--- config.mk ---
export PLATFORM = sky130hd
export DESIGN_NAME = lsb_query_ctrl
export DESIGN_NICKNAME = d
export VERILOG_FILES = /design/src/sv/lsb_pkg.sv /design/src/sv/lsb_query_ctrl.sv
export SDC_FILE = /design/constraint.sdc
export NUM_CORES = 1
export LEC_CHECK = 0
export ABC_AREA = 1
export BUFFER_PORTS_ARGS = -buffer_cell sky130_fd_sc_hd__clkbuf_2
export CORE_MARGIN = 5
export CORE_UTILIZATION = 53
export CTS_CLUSTER_DIAMETER = 60
export DETAILED_ROUTE_END_ITERATION = 10
export PLACE_DENSITY_LB_ADDON = 0.1
export SYNTH_ARGS = -nofsm -noshare
export SYNTH_HDL_FRONTEND = slang
export SYNTH_SLANG_ARGS = --single-unit
--- constraint.sdc ---
create_clock -name clk -period 6.77 [get_ports clk]
set_input_delay 2.031 -clock clk [delete_from_list [all_inputs] [get_ports clk]]
set_output_delay 2.031 -clock clk [all_outputs]
set_load 0.02 [all_outputs]
--- src/sv/lsb_pkg.sv ---
// Shared widths, codes and types for the Lorentzian line broadening block.
// Used by every module of the block; depends on nothing else.
package lsb_pkg;

  // Field widths fixed by the ports
  localparam int unsigned FREQ_W     = 21;  // mode frequency, 1/16 cm^-1, signed
  localparam int unsigned INTEN_W    = 32;  // mode intensity, Q16.16
  localparam int unsigned MIDX_W     = 8;   // mode_index
  localparam int unsigned POINT_W    = 9;   // point_index
  localparam int unsigned GRIDF_W    = 12;  // grid_frequency
  localparam int unsigned SUM_W      = 48;  // spectrum_value
  localparam int unsigned WSQ_W      = 32;  // width_sq register
  localparam int unsigned MCOUNT_W   = 9;   // mode_count register
  localparam int unsigned CFG_IDX_W  = 4;
  localparam int unsigned CFG_DATA_W = 32;

  // Datapath widths
  localparam int unsigned GRID16_W   = 17;  // 160*k for a 9-bit k
  localparam int unsigned GRID10_W   = 13;  // 10*k before masking
  localparam int unsigned DIFF_W     = 22;  // signed grid - mode frequency
  localparam int unsigned DIST_W     = 21;  // |shift|
  localparam int unsigned SQ_W       = 2 * DIST_W;
  localparam int unsigned DEN_W      = SQ_W + 1;
  localparam int unsigned FACTOR_W   = 16;  // Q0.16 factor
  localparam int unsigned PROD_W     = INTEN_W + FACTOR_W;

  // Constants
  localparam logic [WSQ_W-1:0]    WIDTH_SQ_RESET = WSQ_W'(6400);  // 25 cm^-2
  localparam logic [GRID16_W-1:0] GRID_STEP16    = GRID16_W'(160);
  localparam logic [GRID10_W-1:0] GRID_STEP      = GRID10_W'(10);
  localparam logic [FACTOR_W-1:0] FACTOR_MAX     = '1;
  localparam logic [SUM_W-1:0]    SUM_MAX        = '1;

  // Default sizes
  localparam int unsigned DEF_MODE_DEPTH  = 256;
  localparam int unsigned DEF_GRID_POINTS = 400;

  // Item action codes
  localparam logic ACT_LOAD  = 1'b0;
  localparam logic ACT_QUERY = 1'b1;

  // Configuration register indexes
  localparam logic [CFG_IDX_W-1:0] CFG_WIDTH_SQ   = CFG_IDX_W'(0);
  localparam logic [CFG_IDX_W-1:0] CFG_MODE_COUNT = CFG_IDX_W'(1);

  // One table entry
  typedef struct packed {
    logic [FREQ_W-1:0]  freq;
    logic [INTEN_W-1:0] inten;
  } mode_entry_t;

  // One broadened term leaving the arithmetic pipeline
  typedef struct packed {
    logic               valid;
    logic [INTEN_W-1:0] term;
  } term_beat_t;

  // Query sequencer states
  typedef enum logic [1:0] {
    ST_IDLE,
    ST_RUN,
    ST_DRAIN,
    ST_FINISH
  } state_t;

endpackage

--- src/sv/lsb_query_ctrl.sv ---
// Item sequencer: table loads, query walk over the table, saturating
// accumulation and the output register. Depends on lsb_pkg.
module lsb_query_ctrl
  import lsb_pkg::*;
#(
  parameter int unsigned MODE_DEPTH  = DEF_MODE_DEPTH,
  parameter int unsigned GRID_POINTS = DEF_GRID_POINTS,
  parameter int unsigned ADDR_W      = 8,
  parameter int unsigned CNT_W       = 9
) (
  input  logic                clk,
  input  logic                rst,
  // input channel
  input  logic                in_valid,
  output logic                in_ready,
  input  logic                action,
  input  logic [MIDX_W-1:0]   mode_index,
  input  logic [FREQ_W-1:0]   mode_frequency,
  input  logic [INTEN_W-1:0]  mode_intensity,
  input  logic [POINT_W-1:0]  point_index,
  // configuration
  input  logic [MCOUNT_W-1:0] mode_count,
  // table access
  output logic                wr_en,
  output logic [ADDR_W-1:0]   wr_addr,
  output mode_entry_t         wr_data,
  output logic                rd_en,
  output logic [ADDR_W-1:0]   rd_addr,
  // arithmetic pipeline
  output logic [GRID16_W-1:0] grid16,
  input  term_beat_t          beat,
  // output channel
  output logic                out_valid,
  input  logic                out_ready,
  output logic [GRIDF_W-1:0]  grid_frequency,
  output logic [SUM_W-1:0]    spectrum_value,
  output logic                saturated
);

  state_t             state, state_next;
  logic [CNT_W-1:0]   issue_cnt;
  logic [CNT_W-1:0]   recv_cnt;
  logic [CNT_W-1:0]   n_cnt;
  logic [GRIDF_W-1:0] gridf;
  logic [SUM_W-1:0]   sum;
  logic               sat;

  logic               accept;
  logic               point_ok;
  logic               start;
  logic               load_out;
  logic [CNT_W-1:0]   n_lim;
  logic [GRID10_W-1:0] grid10;
  logic [SUM_W:0]     sum_add;

  // Items are taken only between queries
  assign in_ready = (state == ST_IDLE);

  assign accept   = in_valid && in_ready;
  assign point_ok = (point_index != '0) && (32'(point_index) <= 32'(GRID_POINTS));
  assign start    = accept && (action == ACT_QUERY) && point_ok;
  assign n_lim    = (32'(mode_count) > 32'(MODE_DEPTH)) ? CNT_W'(MODE_DEPTH)
                                                        : CNT_W'(mode_count);
  assign grid10   = GRID10_W'(point_index) * GRID_STEP;

  // Table write for load beats; out-of-range indexes are dropped
  assign wr_en         = accept && (action == ACT_LOAD)
                      && (32'(mode_index) < 32'(MODE_DEPTH));
  assign wr_addr       = ADDR_W'(mode_index);
  assign wr_data.freq  = mode_frequency;
  assign wr_data.inten = mode_intensity;

  assign rd_addr = issue_cnt[ADDR_W-1:0];

  // Next state and control outputs
  always_comb begin
    state_next = state;
    rd_en      = 1'b0;
    load_out   = 1'b0;
    case (state)
      ST_IDLE: begin
        if (start) begin
          state_next = (n_lim == '0) ? ST_FINISH : ST_RUN;
        end
      end
      ST_RUN: begin
        rd_en = 1'b1;
        if (issue_cnt == n_cnt - CNT_W'(1)) begin
          state_next = ST_DRAIN;
        end
      end
      ST_DRAIN: begin
        if (beat.valid && (recv_cnt == n_cnt - CNT_W'(1))) begin
          state_next = ST_FINISH;
        end
      end
      ST_FINISH: begin
        if (!out_valid || out_ready) begin
          load_out   = 1'b1;
          state_next = ST_IDLE;
        end
      end
      default: begin
        state_next = ST_IDLE;
      end
    endcase
  end

  always_ff @(posedge clk) begin
    if (rst) begin
      state <= ST_IDLE;
    end else begin
      state <= state_next;
    end
  end

  // Query setup and table walk
  always_ff @(posedge clk) begin
    if (start) begin
      issue_cnt <= '0;
      n_cnt     <= n_lim;
      grid16    <= GRID16_W'(point_index) * GRID_STEP16;
      gridf     <= grid10[GRIDF_W-1:0];
    end else if (rd_en) begin
      issue_cnt <= issue_cnt + CNT_W'(1);
    end
  end

  // Saturating accumulation, sticky once clipped
  assign sum_add = {1'b0, sum} + (SUM_W+1)'(beat.term);

  always_ff @(posedge clk) begin
    if (start) begin
      recv_cnt <= '0;
      sum      <= '0;
      sat      <= 1'b0;
    end else if (beat.valid) begin
      recv_cnt <= recv_cnt + CNT_W'(1);
      if (sat || sum_add[SUM_W]) begin
        sum <= SUM_MAX;
        sat <= 1'b1;
      end else begin
        sum <= sum_add[SUM_W-1:0];
      end
    end
  end

  // Output register
  always_ff @(posedge clk) begin
    if (rst) begin
      out_valid <= 1'b0;
    end else if (load_out) begin
      out_valid <= 1'b1;
    end else if (out_ready) begin
      out_valid <= 1'b0;
    end
  end

  always_ff @(posedge clk) begin
    if (load_out) begin
      grid_frequency <= gridf;
      spectrum_value <= sum;
      saturated      <= sat;
    end
  end

endmodule

# == Word level (Yosys, flattened, before mapping) ==
# Index checks and enable logic that the tools add are counted.
# word_totals
regBits,162
elab_cells,58
# op_classes
order_cmp,2
bitwise,1
multipliers,2
n_reduce_logical,15
n_mux,13
n_eq_ne,9
n_addsub,4
# ops
op,n
adder 48 x 32 -> 49 bit,1
two-way mux 48 bit,1
adder 9 x 1 -> 9 bit (second input constant),2
== test 9 bit,2
multiplier 9 x 3 -> 12 bit (second input constant),1
multiplier 9 x 3 -> 11 bit (second input constant),1
two-way mux 2 bit,5
> comparator 9 bit (second input constant),1
<= comparator 9 bit (second input constant),1
zero test 9 bit,1
two-way mux 9 bit,1
nonzero test 9 bit,1
subtractor 9 x 1 -> 9 bit (second input constant),1
case mux 2 bit (4 select lines),1
logical AND 1 bit,6
inequality test 2 bit (second input constant),3
two-way mux 1 bit,5
== test 2 bit (second input constant),2
AND reduction 4 bit,1
== test 2 x 1 -> 1 bit (second input constant),1
zero test 2 bit,1
logical OR 1 bit,2
inequality test 2 x 1 -> 1 bit (second input constant),1
AND reduction 2 bit,1
other kinds (3),3

# == Logic depth before layout (Yosys ltp) ==
# depth
word_depth,6
ltp_mapped,16
depth_no_buf,15

# == Worst setup path after synthesis ==
# OpenSTA, ideal clock, no wires.
# synth_timing
path_kind,in2reg
start,in out_ready
end,"reg grid_frequency[10], enable pin"
path_buffers,0
required_time_ps,6272
setup_time_ps,498
slack_ps,1299
stages,2
arrival_ps,4973
cell_sequence,inv_1 a21oi_1
# synth_via
elab_chain_cells,3
# synth_lines
item,line_no,text
from (decl),lsb_query_ctrl.sv:34,"input logic out_ready,"
logical OR 1 bit,lsb_query_ctrl.sv:98,if (!out_valid || out_ready) begin
two-way mux 1 bit,lsb_query_ctrl.sv:98,
two-way mux 1 bit,lsb_query_ctrl.sv:80,case (state)
net load_out,lsb_query_ctrl.sv:51,logic load_out;
to (signal assigned),lsb_query_ctrl.sv:161,grid_frequency <= gridf;
to (decl),lsb_query_ctrl.sv:35,"output logic [GRIDF_W-1:0] grid_frequency,"
# The timed path passes the listed nets, and every way through them passes these cells.
# A chain may end at the register's enable or synchronous reset.

# == Worst setup path after layout ==
# layout_timing
start,in in_valid
end,out wr_en
# layout_via
elab_chain_cells,2
# layout_lines
item,line_no,text
from (decl),lsb_query_ctrl.sv:14,"input logic in_valid,"
logical AND 1 bit,lsb_query_ctrl.sv:59,assign accept = in_valid && in_ready;
logical AND 1 bit,lsb_query_ctrl.sv:67,assign wr_en = accept && (action == ACT_LOAD)
to (decl),lsb_query_ctrl.sv:24,"output logic wr_en,"
# Every way passes these cells.

==> out/results.env <==
YOSYS_WARNINGS=0
INSTANCES_NO_FILL=1559
CLK_LATENCY_NS=0.43
MOSTFREQUENTLAYOUTCELLS='226 x sky130_fd_sc_hd__nand2_1, 193 x sky130_fd_sc_hd__nor2_1, 139 x sky130_fd_sc_hd__clkbuf_2'
MIN_PATH_TYPE='reg2reg'
CTS_HOLD_BUFFERS=0
AVGVIACOUNTPERCELL=5.25
GR-USAGE-ALL-LAYERS_PCT=23.8
POST-SYNTH-TOP-AREA-CELL='sky130_fd_sc_hd__edfxtp_1'
FIRST_GLOBAL_VIAS=7789
SYN2LAYOUT_AREA_GROWTH_PCT=10.4
WORST_EP_ARRIVAL_TIME_NS=2.44
ANT_NETS=0
NUMBER_OF_CELLS_AFTER_DETAILED_PLACEMENT=1527
FRACTION_OF_REGISTERS_WITH_ASYNC_SET_RESET_PCT=0
CTS.REPAIR.RESIZED=0
CELLPOWERDENSITY_nW_PER_UM2=407
SYNTH_AREA_PER_CELL_UM2=7.71
TRITONCTS.NUM_BUFFERS=17
GP_CONGESTION=0.944
DRIVE_GT1_SHARE_PCT=15.7
GRT_START_MAX_NET_PINS=44
UTILIZATION_PCT=59.1
DRT_FIRST_ITER_VIOLATIONS=392
HOLD_VIOLATIONS=0
FILL_CELLS=1719
TIGHTESTPINTRANSITION_NS=0.990
STD_CELL_ROWS=49
WORST-PATH-MAX-FANOUT=2
POST_SYNTH_MAIN_AREA_CONTRIBUTORS='sky130_fd_sc_hd__edfxtp_1 25%, sky130_fd_sc_hd__dfxtp_1 15%, sky130_fd_sc_hd__nand2_1 8.8%'
IO_BUFFER_COUNT=139
MIN_PERIOD_OVER_PERIOD_PCT=66.1
COUNT_OF_VIAS_PLACED_BY_THE_DETAILED_ROUTER=8187
MAX-VDD-IR-DROP_mV=0.208
IO_PINS=268
POST_DP_CELL_AREA_UM2=9970
MAX_FREQ_GHz=0.223
UNREPAIRED_SETUP_ENDPOINTS_AFTER_GLOBAL_ROUTING='no'
DRT_FIRST_PASS_ITERS=5
TIMING.SETUP.CRITICAL_PATH_CLASS='in2out'
YS_FF_LATCH=151
RUN_STATUS='complete, no violations'
YS.FLOP_TYPE='sky130_fd_sc_hd__edfxtp_1'
MAX_CAP_VIOL_COUNT=0
SETUP.WORST_PATH.START_CLASS='input port'
TIMING.MAX_SLEW.REL_SLACK_PCT=33.9
POST-CTS-SETUP-BUFFER-COUNT=0
CELL_COUNT_AFTER_SYNTHESIS=1244
SEQ_AREA_FRAC_SYNTH_PCT=40.0
FINAL_NET_COUNT=1489
CTS_TREE='built'
CLOCK_SINK_COUNT=151
TIMING.SETUP.TNS_NS=0
HOLD_WS_NS=0.428
GRT_ANTENNA_BEFORE_REPAIR=1
FINCLKSKEW_NS=0.00898
CORE_AREA_UM2=17900
DRV_SLEW=0
CLKTRANSATPATHREGS_NS=0.06
PERIOD_NEEDED_NS=4.48
TOTAL_POWER_mW=4.30
WORST_SLACK_NS=2.29
FP.DIEAREA_UM2=20900
POST_SYNTH_NUM_CELL_TYPES=44
AREA_OF_ALL_PLACED_CELLS_WITHOUT_FILLERS_UM2=10600
CLOCK-ROOT-BUFFER='sky130_fd_sc_hd__clkbuf_16'
HPWL_UM=19100
CTS_BUFFER_DEPTH=2
EDFF_COUNT_SYNTH=81
COMMONEST_NON_FILL_NON_TAP_CELL_IN_THE_LAYOUT='sky130_fd_sc_hd__nand2_1'
FLOORPLAN.DIE.HEIGHT_UM=145
GRT_PASS1_WL_UM=39000
CTS_HTREE_LEVELS=4
SYNTHESIS.AREA_UM2=9590
FINAL_ANTENNA_DIODE_COUNT=0
DIE_WIDTH_UM=145
PLACE_WORST_SETUP_SLACK_NS=1.86
WL_PER_CELL_UM=15.8
FINALSETUPVIOLCOUNT=0
GLOBALROUTE.TOTALOVERFLOW=0
TIMING.CRITICAL_PATH.TO_TYPE='primary output'
INITIAL_CORE_UTIL_PCT=53.6
WL_UM=24600
ROUTE.DETAILED.DRC=0
POWER.LEAKAGE_nW=4.87
CRITICAL_PATH_REQUIRED_TIME_NS=4.74
AREA_SHARE_OF_THE_LARGEST_CELL_TYPE_AFTER_SYNTHESIS_PCT=25.4
final timing paths:
check | endpoint | slack (ns) | startpoint | cells past startpoint
setup / recovery | wr_en | 2.29 | in_valid | 4
hold / removal | saturated$_DFFE_PP_ | 0.43 | sat$_SDFFE_PP0P_ | 0
setup reg to reg | sum[2]$_SDFFE_PP0P_ | 3.70 | sum[0]$_SDFFE_PP0P_ | 12
hold reg to reg | saturated$_DFFE_PP_ | 0.43 | sat$_SDFFE_PP0P_ | 0
cell type report:
| class | instances | area [um^2] | share of cell area, % |
|---|---|---|---|
| inverter | 139 | 522 | 4.93 |
| multi-input combinational | 865 | 4600 | 43.5 |
| clock buffer | 20 | 447 | 4.22 |
| sequential | 151 | 3830 | 36.2 |
| timing repair buffer | 143 | 726 | 6.86 |
| tap | 229 | 287 | 2.71 |
| clock inverter | 12 | 171 | 1.62 |
worst max-delay path, cell delays in order:
cell,delay (ns)
sky130_fd_sc_hd__clkbuf_2,0.09
sky130_fd_sc_hd__nand2_1,0.05
sky130_fd_sc_hd__nor2_1,0.09
sky130_fd_sc_hd__clkbuf_2,0.18
flip-flops by register name, indices dropped and copies added, names as in the netlist:
| register | flops |
|---|---|
| spectrum_value | 48 |
| gridf | 10 |
| grid16 | 2 |
| grid_frequency | 11 |
| out_valid | 1 |
| state | 2 |
| sat | 1 |
| issue_cnt | 9 |
| sum | 48 |
| saturated | 1 |
| n_cnt | 9 |
| recv_cnt | 9 |
metal layers:
layer	global-route usage (%)	wire length [um]	share of wire, %	up-vias
met5	1.20	13	0.053	-
met3	6.78	1790	7.3	39
li1	-	-	-	4168
met2	39.8	11600	47	256
met1	30.1	10800	44	3722
met4	6.87	442	1.8	2
power breakdown:
part | leakage [nW] | switching [mW] | internal, mW
combinational | 3.26 | 1.24 | 0.619
clock | 0.300 | 0.389 | 0.626
sequential | 1.31 | 0.190 | 1.24
kinds of logic (layout without fill, tap and decap cells):
family,after synthesis,in the layout,share of synthesized area (%)
compound gates,172,172,9.43
fa+ha+maj,55,55,7.33
xor+xnor,36,36,3.29
flops,151,151,40.0
buf+inv,233,314,12.4
other cells,1,6,0.0391
simple gates,596,596,27.6
synth_stat cells, types with 2 or more instances:
cell	n
sky130_fd_sc_hd__buf_2	3
sky130_fd_sc_hd__and3_1	3
sky130_fd_sc_hd__nand3_2	7
sky130_fd_sc_hd__clkbuf_1	10
sky130_fd_sc_hd__a21oi_2	3
sky130_fd_sc_hd__buf_4	78
sky130_fd_sc_hd__nand3b_1	9
sky130_fd_sc_hd__dfxtp_1	70
sky130_fd_sc_hd__buf_6	2
sky130_fd_sc_hd__ha_1	53
sky130_fd_sc_hd__a21oi_1	82
sky130_fd_sc_hd__o21bai_1	4
sky130_fd_sc_hd__nand2_2	9
sky130_fd_sc_hd__nor2_2	8
sky130_fd_sc_hd__o21ai_1	6
sky130_fd_sc_hd__o21ai_0	68
sky130_fd_sc_hd__nand3_1	87
sky130_fd_sc_hd__nor3_2	2
sky130_fd_sc_hd__nor4_1	4
sky130_fd_sc_hd__nand4_1	17
sky130_fd_sc_hd__fa_1	2
sky130_fd_sc_hd__nor3_1	17
sky130_fd_sc_hd__xnor2_1	7
sky130_fd_sc_hd__xor2_1	29
sky130_fd_sc_hd__inv_1	138
sky130_fd_sc_hd__nand2_1	226
sky130_fd_sc_hd__nor2_1	193
sky130_fd_sc_hd__edfxtp_1	81
sky130_fd_sc_hd__nor3b_1	5
sky130_fd_sc_hd__a21o_1	7
(Power assumes the default switching activity.)
